===== src/design/mts_pkg.sv =====
// Shared constants for the midpoint triangle subdivider.
`timescale 1ns / 1ps
`default_nettype none

package mts_pkg;

  // Default build sizes.
  localparam int MAX_LEVELS_DEF = 3;
  localparam int COORD_BITS_DEF = 24;

  // Configuration port layout.
  localparam int APB_DATA_W = 32;
  localparam int APB_ADDR_W = 3;
  localparam logic [0:0] REG_LEVELS = 1'b0;
  localparam logic [1:0] LEVELS_RESET = 2'd1;

  // Child codes of one split, in emission order.
  localparam logic [1:0] CHILD_A      = 2'd0;
  localparam logic [1:0] CHILD_B      = 2'd1;
  localparam logic [1:0] CHILD_C      = 2'd2;
  localparam logic [1:0] CHILD_CENTER = 2'd3;

endpackage

`default_nettype wire


===== src/design/mts_in_if.sv =====
// Input channel carrying one triangle item.
`timescale 1ns / 1ps
`default_nettype none

interface mts_in_if #(
  parameter int COORD_BITS = mts_pkg::COORD_BITS_DEF
) ();
  import mts_pkg::*;

  logic                         valid;
  logic                         ready;
  logic signed [COORD_BITS-1:0] a_x;
  logic signed [COORD_BITS-1:0] a_y;
  logic signed [COORD_BITS-1:0] a_z;
  logic signed [COORD_BITS-1:0] b_x;
  logic signed [COORD_BITS-1:0] b_y;
  logic signed [COORD_BITS-1:0] b_z;
  logic signed [COORD_BITS-1:0] c_x;
  logic signed [COORD_BITS-1:0] c_y;
  logic signed [COORD_BITS-1:0] c_z;

  modport source (
    output valid, a_x, a_y, a_z, b_x, b_y, b_z, c_x, c_y, c_z,
    input  ready
  );
  modport sink (
    input  valid, a_x, a_y, a_z, b_x, b_y, b_z, c_x, c_y, c_z,
    output ready
  );
endinterface

`default_nettype wire


===== src/design/mts_out_if.sv =====
// Output channel carrying one result triangle item.
`timescale 1ns / 1ps
`default_nettype none

interface mts_out_if #(
  parameter int COORD_BITS = mts_pkg::COORD_BITS_DEF
) ();
  import mts_pkg::*;

  logic                         valid;
  logic                         ready;
  logic signed [COORD_BITS-1:0] out_a_x;
  logic signed [COORD_BITS-1:0] out_a_y;
  logic signed [COORD_BITS-1:0] out_a_z;
  logic signed [COORD_BITS-1:0] out_b_x;
  logic signed [COORD_BITS-1:0] out_b_y;
  logic signed [COORD_BITS-1:0] out_b_z;
  logic signed [COORD_BITS-1:0] out_c_x;
  logic signed [COORD_BITS-1:0] out_c_y;
  logic signed [COORD_BITS-1:0] out_c_z;
  logic                         last_piece;

  modport source (
    output valid, out_a_x, out_a_y, out_a_z, out_b_x, out_b_y, out_b_z,
           out_c_x, out_c_y, out_c_z, last_piece,
    input  ready
  );
  modport sink (
    input  valid, out_a_x, out_a_y, out_a_z, out_b_x, out_b_y, out_b_z,
           out_c_x, out_c_y, out_c_z, last_piece,
    output ready
  );
endinterface

`default_nettype wire


===== src/design/midpoint_triangle_subdivider_top.sv =====
// Midpoint triangle subdivider: one input triangle in, 4^levels sub-triangles out.
//
// Each accepted triangle is split by edge midpoints to the depth held in the
// levels register (saturated to MAX_LEVELS) and the children are sent out
// depth-first, the final one flagged by last_piece. A single midpoint unit forms
// one child triangle per cycle from a small per-level stack while descending;
// each emit waits while the output register is full and not being taken. The
// input is not ready while an item is being worked on; the last result may still
// wait in the output register while the next item is taken.
`timescale 1ns / 1ps
`default_nettype none

module midpoint_triangle_subdivider_top #(
  parameter int MAX_LEVELS = mts_pkg::MAX_LEVELS_DEF,
  parameter int COORD_BITS = mts_pkg::COORD_BITS_DEF
) (
  input  wire logic                            clk,
  input  wire logic                            rst,
  mts_in_if.sink                               tri_in,
  mts_out_if.source                            tri_out,
  input  wire logic                            psel,
  input  wire logic                            penable,
  input  wire logic                            pwrite,
  input  wire logic [mts_pkg::APB_ADDR_W-1:0]  paddr,
  input  wire logic [mts_pkg::APB_DATA_W-1:0]  pwdata,
  output logic      [mts_pkg::APB_DATA_W-1:0]  prdata,
  output logic                                 pready
);
  import mts_pkg::*;

  localparam int LVL_W = $clog2(MAX_LEVELS + 1);
  localparam logic [1:0] MAX_LV2 = 2'(MAX_LEVELS);

  typedef logic [2:0][COORD_BITS-1:0] vtx_t;
  typedef vtx_t [2:0] trig_t;

  typedef enum logic [2:0] {
    ST_IDLE = 3'b001,
    ST_DESC = 3'b010,
    ST_EMIT = 3'b100
  } state_t;

  // Floor of the mean of two coordinates, formed one bit wider.
  function automatic logic [COORD_BITS-1:0] mid_coord(input logic [COORD_BITS-1:0] s,
                                                      input logic [COORD_BITS-1:0] t);
    logic [COORD_BITS:0] sum;
    sum = {s[COORD_BITS-1], s} + {t[COORD_BITS-1], t};
    return sum[COORD_BITS:1];
  endfunction

  function automatic vtx_t mid_vtx(input vtx_t p, input vtx_t q);
    vtx_t m;
    for (int k = 0; k < 3; k++) begin
      m[k] = mid_coord(p[k], q[k]);
    end
    return m;
  endfunction

  state_t           state;
  logic [1:0]       levels;
  logic [LVL_W-1:0] depth;
  logic [LVL_W-1:0] lvl;
  logic [1:0]       dig [MAX_LEVELS+1];
  trig_t            stack [MAX_LEVELS+1];
  trig_t            out_tri;
  logic             out_valid;
  logic             out_last;

  trig_t            cur;
  trig_t            child;
  vtx_t             m_pq;
  vtx_t             m_qr;
  vtx_t             m_rp;
  logic             found;
  logic [LVL_W-1:0] nxt_lvl;
  logic             is_last;
  logic             out_free;
  logic             cfg_wr;
  logic [1:0]       lv_sat;

  // Configuration register.
  assign pready = 1'b1;
  assign cfg_wr = psel && penable && pwrite && (paddr[APB_ADDR_W-1:2] == REG_LEVELS);

  always_comb begin
    prdata = '0;
    if (paddr[APB_ADDR_W-1:2] == REG_LEVELS) begin
      prdata[1:0] = levels;
    end
  end

  assign lv_sat = (levels > MAX_LV2) ? MAX_LV2 : levels;

  // Shared midpoint unit: one child of the current level per cycle.
  always_comb begin
    cur  = stack[lvl];
    m_pq = mid_vtx(cur[0], cur[1]);
    m_qr = mid_vtx(cur[1], cur[2]);
    m_rp = mid_vtx(cur[2], cur[0]);
    unique case (dig[lvl])
      CHILD_A:      child = '{m_rp, m_pq, cur[0]};
      CHILD_B:      child = '{m_pq, m_qr, cur[1]};
      CHILD_C:      child = '{m_qr, m_rp, cur[2]};
      CHILD_CENTER: child = '{m_rp, m_qr, m_pq};
    endcase
  end

  // Deepest level whose child index can still advance; none means last piece.
  always_comb begin
    found   = 1'b0;
    nxt_lvl = '0;
    for (int k = 0; k < MAX_LEVELS; k++) begin
      if ((LVL_W'(k) < depth) && (dig[k] != CHILD_CENTER)) begin
        found   = 1'b1;
        nxt_lvl = LVL_W'(k);
      end
    end
    is_last = !found;
  end

  assign out_free = !out_valid || tri_out.ready;

  // Sequencer and control state.
  always_ff @(posedge clk) begin
    if (rst) begin
      state     <= ST_IDLE;
      levels    <= LEVELS_RESET;
      out_valid <= 1'b0;
      lvl       <= '0;
      depth     <= '0;
      for (int k = 0; k <= MAX_LEVELS; k++) begin
        dig[k] <= CHILD_A;
      end
    end else begin
      if (cfg_wr) begin
        levels <= pwdata[1:0];
      end
      // The output register fills on an emit and empties when taken.
      if ((state == ST_EMIT) && out_free) begin
        out_valid <= 1'b1;
      end else if (tri_out.ready) begin
        out_valid <= 1'b0;
      end
      unique case (state)
        ST_IDLE: begin
          if (tri_in.valid) begin
            depth <= LVL_W'(lv_sat);
            lvl   <= '0;
            for (int k = 0; k <= MAX_LEVELS; k++) begin
              dig[k] <= CHILD_A;
            end
            state <= (lv_sat == 2'd0) ? ST_EMIT : ST_DESC;
          end
        end
        ST_DESC: begin
          lvl <= lvl + 1'b1;
          if (lvl + 1'b1 == depth) begin
            state <= ST_EMIT;
          end
        end
        ST_EMIT: begin
          if (out_free) begin
            if (is_last) begin
              state <= ST_IDLE;
            end else begin
              dig[nxt_lvl] <= dig[nxt_lvl] + 2'd1;
              for (int k = 0; k <= MAX_LEVELS; k++) begin
                if (LVL_W'(k) > nxt_lvl) begin
                  dig[k] <= CHILD_A;
                end
              end
              lvl   <= nxt_lvl;
              state <= ST_DESC;
            end
          end
        end
        default: state <= ST_IDLE;
      endcase
    end
  end

  // Triangle stack and output register.
  always_ff @(posedge clk) begin
    if ((state == ST_IDLE) && tri_in.valid) begin
      stack[0] <= '{'{tri_in.c_z, tri_in.c_y, tri_in.c_x},
                    '{tri_in.b_z, tri_in.b_y, tri_in.b_x},
                    '{tri_in.a_z, tri_in.a_y, tri_in.a_x}};
    end
    if (state == ST_DESC) begin
      stack[lvl + 1'b1] <= child;
    end
    if ((state == ST_EMIT) && out_free) begin
      out_tri  <= stack[lvl];
      out_last <= is_last;
    end
  end

  // Channel outputs.
  assign tri_in.ready       = (state == ST_IDLE);
  assign tri_out.valid      = out_valid;
  assign tri_out.out_a_x    = out_tri[0][0];
  assign tri_out.out_a_y    = out_tri[0][1];
  assign tri_out.out_a_z    = out_tri[0][2];
  assign tri_out.out_b_x    = out_tri[1][0];
  assign tri_out.out_b_y    = out_tri[1][1];
  assign tri_out.out_b_z    = out_tri[1][2];
  assign tri_out.out_c_x    = out_tri[2][0];
  assign tri_out.out_c_y    = out_tri[2][1];
  assign tri_out.out_c_z    = out_tri[2][2];
  assign tri_out.last_piece = out_last;

endmodule

`default_nettype wire


===== src/flat_wrapper.sv =====
// flat-port wrapper written by rule: the top's interface ports become plain ports
module midpoint_triangle_subdivider_top_flat import mts_pkg::*;
#(
  parameter int MAX_LEVELS = mts_pkg::MAX_LEVELS_DEF,
  parameter int COORD_BITS = mts_pkg::COORD_BITS_DEF
)
  (clk, rst, psel, penable, pwrite, paddr, pwdata, prdata, pready, tri_in_valid, tri_in_a_x, tri_in_a_y, tri_in_a_z, tri_in_b_x, tri_in_b_y, tri_in_b_z, tri_in_c_x, tri_in_c_y, tri_in_c_z, tri_in_ready, tri_out_valid, tri_out_out_a_x, tri_out_out_a_y, tri_out_out_a_z, tri_out_out_b_x, tri_out_out_b_y, tri_out_out_b_z, tri_out_out_c_x, tri_out_out_c_y, tri_out_out_c_z, tri_out_last_piece, tri_out_ready);
  mts_in_if #(.COORD_BITS(COORD_BITS)) tri_in_i ();
  mts_out_if #(.COORD_BITS(COORD_BITS)) tri_out_i ();
  input  wire logic clk;
  input  wire logic rst;
  input  wire logic psel;
  input  wire logic penable;
  input  wire logic pwrite;
  input  wire logic [mts_pkg::APB_ADDR_W-1:0] paddr;
  input  wire logic [mts_pkg::APB_DATA_W-1:0] pwdata;
  output logic      [mts_pkg::APB_DATA_W-1:0] prdata;
  output logic pready;
  input wire logic [$bits(tri_in_i.valid)-1:0] tri_in_valid;
  input wire logic [$bits(tri_in_i.a_x)-1:0] tri_in_a_x;
  input wire logic [$bits(tri_in_i.a_y)-1:0] tri_in_a_y;
  input wire logic [$bits(tri_in_i.a_z)-1:0] tri_in_a_z;
  input wire logic [$bits(tri_in_i.b_x)-1:0] tri_in_b_x;
  input wire logic [$bits(tri_in_i.b_y)-1:0] tri_in_b_y;
  input wire logic [$bits(tri_in_i.b_z)-1:0] tri_in_b_z;
  input wire logic [$bits(tri_in_i.c_x)-1:0] tri_in_c_x;
  input wire logic [$bits(tri_in_i.c_y)-1:0] tri_in_c_y;
  input wire logic [$bits(tri_in_i.c_z)-1:0] tri_in_c_z;
  output wire logic [$bits(tri_in_i.ready)-1:0] tri_in_ready;
  output wire logic [$bits(tri_out_i.valid)-1:0] tri_out_valid;
  output wire logic [$bits(tri_out_i.out_a_x)-1:0] tri_out_out_a_x;
  output wire logic [$bits(tri_out_i.out_a_y)-1:0] tri_out_out_a_y;
  output wire logic [$bits(tri_out_i.out_a_z)-1:0] tri_out_out_a_z;
  output wire logic [$bits(tri_out_i.out_b_x)-1:0] tri_out_out_b_x;
  output wire logic [$bits(tri_out_i.out_b_y)-1:0] tri_out_out_b_y;
  output wire logic [$bits(tri_out_i.out_b_z)-1:0] tri_out_out_b_z;
  output wire logic [$bits(tri_out_i.out_c_x)-1:0] tri_out_out_c_x;
  output wire logic [$bits(tri_out_i.out_c_y)-1:0] tri_out_out_c_y;
  output wire logic [$bits(tri_out_i.out_c_z)-1:0] tri_out_out_c_z;
  output wire logic [$bits(tri_out_i.last_piece)-1:0] tri_out_last_piece;
  input wire logic [$bits(tri_out_i.ready)-1:0] tri_out_ready;
  assign tri_in_i.valid = tri_in_valid;
  assign tri_in_i.a_x = tri_in_a_x;
  assign tri_in_i.a_y = tri_in_a_y;
  assign tri_in_i.a_z = tri_in_a_z;
  assign tri_in_i.b_x = tri_in_b_x;
  assign tri_in_i.b_y = tri_in_b_y;
  assign tri_in_i.b_z = tri_in_b_z;
  assign tri_in_i.c_x = tri_in_c_x;
  assign tri_in_i.c_y = tri_in_c_y;
  assign tri_in_i.c_z = tri_in_c_z;
  assign tri_in_ready = tri_in_i.ready;
  assign tri_out_valid = tri_out_i.valid;
  assign tri_out_out_a_x = tri_out_i.out_a_x;
  assign tri_out_out_a_y = tri_out_i.out_a_y;
  assign tri_out_out_a_z = tri_out_i.out_a_z;
  assign tri_out_out_b_x = tri_out_i.out_b_x;
  assign tri_out_out_b_y = tri_out_i.out_b_y;
  assign tri_out_out_b_z = tri_out_i.out_b_z;
  assign tri_out_out_c_x = tri_out_i.out_c_x;
  assign tri_out_out_c_y = tri_out_i.out_c_y;
  assign tri_out_out_c_z = tri_out_i.out_c_z;
  assign tri_out_last_piece = tri_out_i.last_piece;
  assign tri_out_i.ready = tri_out_ready;
  midpoint_triangle_subdivider_top #(.MAX_LEVELS(MAX_LEVELS), .COORD_BITS(COORD_BITS)) u_core (.clk(clk), .rst(rst), .tri_in(tri_in_i), .tri_out(tri_out_i), .psel(psel), .penable(penable), .pwrite(pwrite), .paddr(paddr), .pwdata(pwdata), .prdata(prdata), .pready(pready));
endmodule

===== config.mk =====
export PLATFORM = sky130hd
export DESIGN_NAME = midpoint_triangle_subdivider_top_flat
export DESIGN_NICKNAME = d
export VERILOG_FILES = /design/src/design/mts_pkg.sv /design/src/design/mts_in_if.sv /design/src/design/mts_out_if.sv /design/src/design/midpoint_triangle_subdivider_top.sv /design/src/flat_wrapper.sv
export SDC_FILE = /design/constraint.sdc
export NUM_CORES = 2
export LEC_CHECK = 0
export CORE_UTILIZATION = 45
export CTS_BUF_LIST = sky130_fd_sc_hd__clkbuf_8 sky130_fd_sc_hd__clkbuf_16
export CTS_CLUSTER_SIZE = 24
export DETAILED_ROUTE_END_ITERATION = 8
export DONT_BUFFER_PORTS = 1
export PLACE_DENSITY_LB_ADDON = 0.3
export REMOVE_ABC_BUFFERS = 1
export SLEW_MARGIN = 0
export SYNTH_ARGS = -nofsm -noshare
export SYNTH_HDL_FRONTEND = slang
export SYNTH_SLANG_ARGS = --single-unit

===== constraint.sdc =====
create_clock -name clk -period 20.9 [get_ports clk]
set_clock_uncertainty 0.2 [all_clocks]
set_input_delay 3.135 -clock clk [delete_from_list [all_inputs] [get_ports clk]]
set_output_delay 3.135 -clock clk [all_outputs]
set_load 0.05 [all_outputs]

==> metrics.md <==
| Metric | Value |
|---|---|
| Vias in the first global route | 36088 |
| Final Slew Violations | 0 |
| Endpoints failing setup | 0 |
| CP max-delay cell | nor2b_1 |
| Gr usage total | 26.1% |
| CP required | 17.57 ns |
| Crit path time final | approximately 7 ns |
| DIE AREA | roughly 130000 um2 |
| Clock slew at the register clock pins of the worst setup and hold paths | 0.06 ns |
| RSZ-0062 raised after global routing | false |
| First-pass GRT wire length | roughly 240000 um |
| DR iter-0 viols | 3547 |
| Fmax achieved | 139 MHz |
| CP max stage delay | 0.70 ns |
| Number of clock sinks | 1101 |
| Fin nets | 4743 |
| CTS Buf Count | 113 |
| Post-synth top flop | edfxtp_1 |
| Combinational share of power | 46.8% |
| Compound-Gate Fraction of Synth Area | 12.5% |
| Worst skew pair latency | about 0.75 ns |
| Via Count | ~37000 |
| Row count | approximately 130 |
| Final std cells w/o fill | 6013 |
| Routed Antenna Nets | 0 |
| CTS tree | done |
| Commonest non-fill, non-tap cell in the layout | edfxtp_1 |
| Int Power | 5610 uW |
| Max-cap violation count | 0 |
| Initial antenna violation count | 29 |
| IO Pins | 510 |
| Peak VDD IR | 79.2 uV |
| Area Growth Syn to Fin | 9.86% |
| Placed cells | 5791 |
| Critical path peak fanout | 3 |
| GPL Wtd Cong | between 0.9 and 1 |
| Routed wire per std cell | 27.8 um |
| Total negative slack | 0 ns |
| Clock share of power | 21.3% |
| Mux contribution to synthesized area | 10.0% |
| Static Leak | 0.0213 uW |
| Remaining global-route overflow | 0 |
| Clock Tree Buf Depth | 3 |
| Die Ht | 355 um |
| Post-detail-place hpwl | 116000 um |
| Worst slew pin tran | 1.22 ns |
| Core Box Area | 124000 um2 |
| Initial Utilization | 45.4% |
| # Post-CTS Setup Buffers | 0 |
| CTS resizes | 0 |
| PortBufs | 0 |
| Final period util | 34.3% |
| Final core utilization | 49.8% |
| Layout fillers | between 10000 and 15000 |
| # hold bufs at CTS | 0 |
| Post-Syn Instances | 4293 |
| Pwr dens | approximately 160 nW/um2 |
| Largest family of logic cells by synthesized area | compound AO/OA/AOI/OAI gates |
| WHS | 0.266 ns |
| DRC viols | 0 |
| Status | complete, no violations |
| Die width | 355 um |
| Drt first pass iters | 6 |
| Critical path launch point type | input port |
| Avg Cell Area, Syn | 13.1 um2 |
| Power share of the sequential group | 31.9% |
| Mapped cell area | roughly 56000 um2 |
| Most frequent cells in the layout | 1087 x edfxtp_1, 581 x nand2_1, 274 x a21oi_1 |
| WS Path Type | input port to output pin |
| XOR/XNOR Fraction of Synth Area | between 2 and 3% |
| Slew margin rel. | 18.6% |
| Final Power | 9590 uW |
| Share of layout cells above drive strength 1 | between 10% and 20% |
| Element type at the critical path end | output pin |
| Register area share after synthesis | about three fifths |
| Type of the most critical hold path | register to register |
| Syn. warnings | 0 |
| Clk root buf | clkbuf_16 |
| EDFF count, synth | between 1000 and 1500 |
| WP buf/inv | 0 |
| Synth cell types | 99 |
| Net switching power | slightly below 4000 uW |
| Synthesized-area fraction occupied by adder cells | between 4 and 5% |
| Sw frac | a little over 40% |
| Vias per inst | about 6.2 |
| Final hold violations | 0 |
| CP Cell Sequence | nor2b_1 |
| Fraction of registers with async set/reset | 0% |
| Post-synthesis simple-gate area fraction | under 10% |
| CP Data Arrival Time | 3.84 ns |
| Largest net degree at the start of global routing | roughly 120 |
| Total wire length | 167000 um |
| Crit path max-delay family | simple AND/OR/NAND/NOR gates |
| Seq cells post-synth | 1101 |
| CTS H-tree lvls | 3 |
final timing paths:
path | from | end | slack [ns] | depth (start not counted)
max | paddr[2] | prdata[1] | 13.72 | 1
min | u_core.dig[3][0] | u_core.dig[3][0] | 0.27 | 1
max reg2reg | register | u_core.stack[3][189] | 14.08 | 12
min reg2reg | u_core.dig[3][0] | u_core.dig[3][0] | 0.27 | 1
power groups by stage:
stage	clock network [uW]	logic (uW)	registers [uW]
2_1_floorplan	0	3220	3170
3_3_place_gp	0	4380	3090
3_5_place_dp	0	4410	3100
4_1_cts	2080	4440	3060
5_1_grt	2160	4880	3080
6_report	2040	4490	3060
area by class of cell:
| type | instances | area (um2) | share of cell area [%] |
|---|---|---|---|
| antenna | 10 | 25.0 | 0.0406 |
| clock buffer | 114 | 2850 | 4.63 |
| clock inverter | 98 | 897 | 1.46 |
| inverter | 71 | 274 | 0.445 |
| multi-input combinational | 2913 | 22000 | 35.8 |
| sequential | 1101 | 32900 | 53.4 |
| tap | 1637 | 2050 | 3.32 |
| timing repair buffer | 69 | 543 | 0.881 |
cells in the mapped netlist, drive strengths merged (12+ instances only):
library cell	n	share of area [%]
edfxtp	1087	58
nand2	583	3.9
o21ai	283	2.5
a21oi	277	2.5
nor2	256	1.7
mux4	228	9.2
ha	207	4.6
clkbuf	139	0.93
xnor2	114	1.8
a21o	102	1.4
buf	98	0.94
a211oi	78	1.1
inv	71	0.48
xor2	70	1.1
nand3	69	0.62
a31oi	51	0.57
nor3	41	0.37
o211ai	40	0.55
mux2i	39	0.70
nand2b	35	0.39
and3	34	0.41
o21bai	27	0.37
nor2b	25	0.28
o21a	25	0.34
nand4	22	0.25
o31ai	22	0.30
o22ai	20	0.22
and2	19	0.22
a221oi	15	0.25
a22oi	15	0.20
dfxtp	14	0.50
o221ai	14	0.22
a2111oi	13	0.22
a31o	13	0.20
a21boi	12	0.16
cells by family (layout without fill, tap and decap cells):
family | Yosys count | count (layout)
AND/OR/NAND/NOR | 1121 | 1121
flip-flops | 1101 | 1101
AO/OA/AOI/OAI | 1085 | 1085
buffers and inverters | 308 | 352
multiplexers | 276 | 276
adder cells (fa/ha/maj) | 216 | 216
XOR/XNOR | 184 | 184
other | 2 | 41
state kept, by name, indices dropped and copies added, names as in the netlist, 24 cells and up, named ones only:
register,cells
u_core.tri_out.out_a_z,24
u_core.tri_out.out_a_x,24
u_core.stack,864
u_core.tri_out.out_c_z,24
u_core.tri_out.out_c_y,24
u_core.tri_out.out_b_z,24
u_core.tri_out.out_a_y,24
u_core.tri_out.out_b_x,24
u_core.tri_out.out_c_x,24
u_core.tri_out.out_b_y,24
through the flow:
| step | instance area, um2 | worst slack [ns] |
|---|---|---|
| CTS | 61600 | 13.73 |
| finish | 61600 | 13.72 |
| floorplan | 55100 | -2.90 |
| detailed placement | 57800 | 13.73 |
| global route | 61600 | 13.71 |
| global placement | 57800 | 13.72 |
per-layer routing:
layer / part of all wire, % / track usage, % / vias to the layer above
met3: 8.6 / 5.83 / 281
met2: 47 / 41.3 / 1547
met5: 0.12 / 0 / -
met4: 2.6 / 7.97 / 32
li1: - / - / 16616
met1: 42 / 35.9 / 18727
Note: power is estimated with default switching activity, not from simulation.
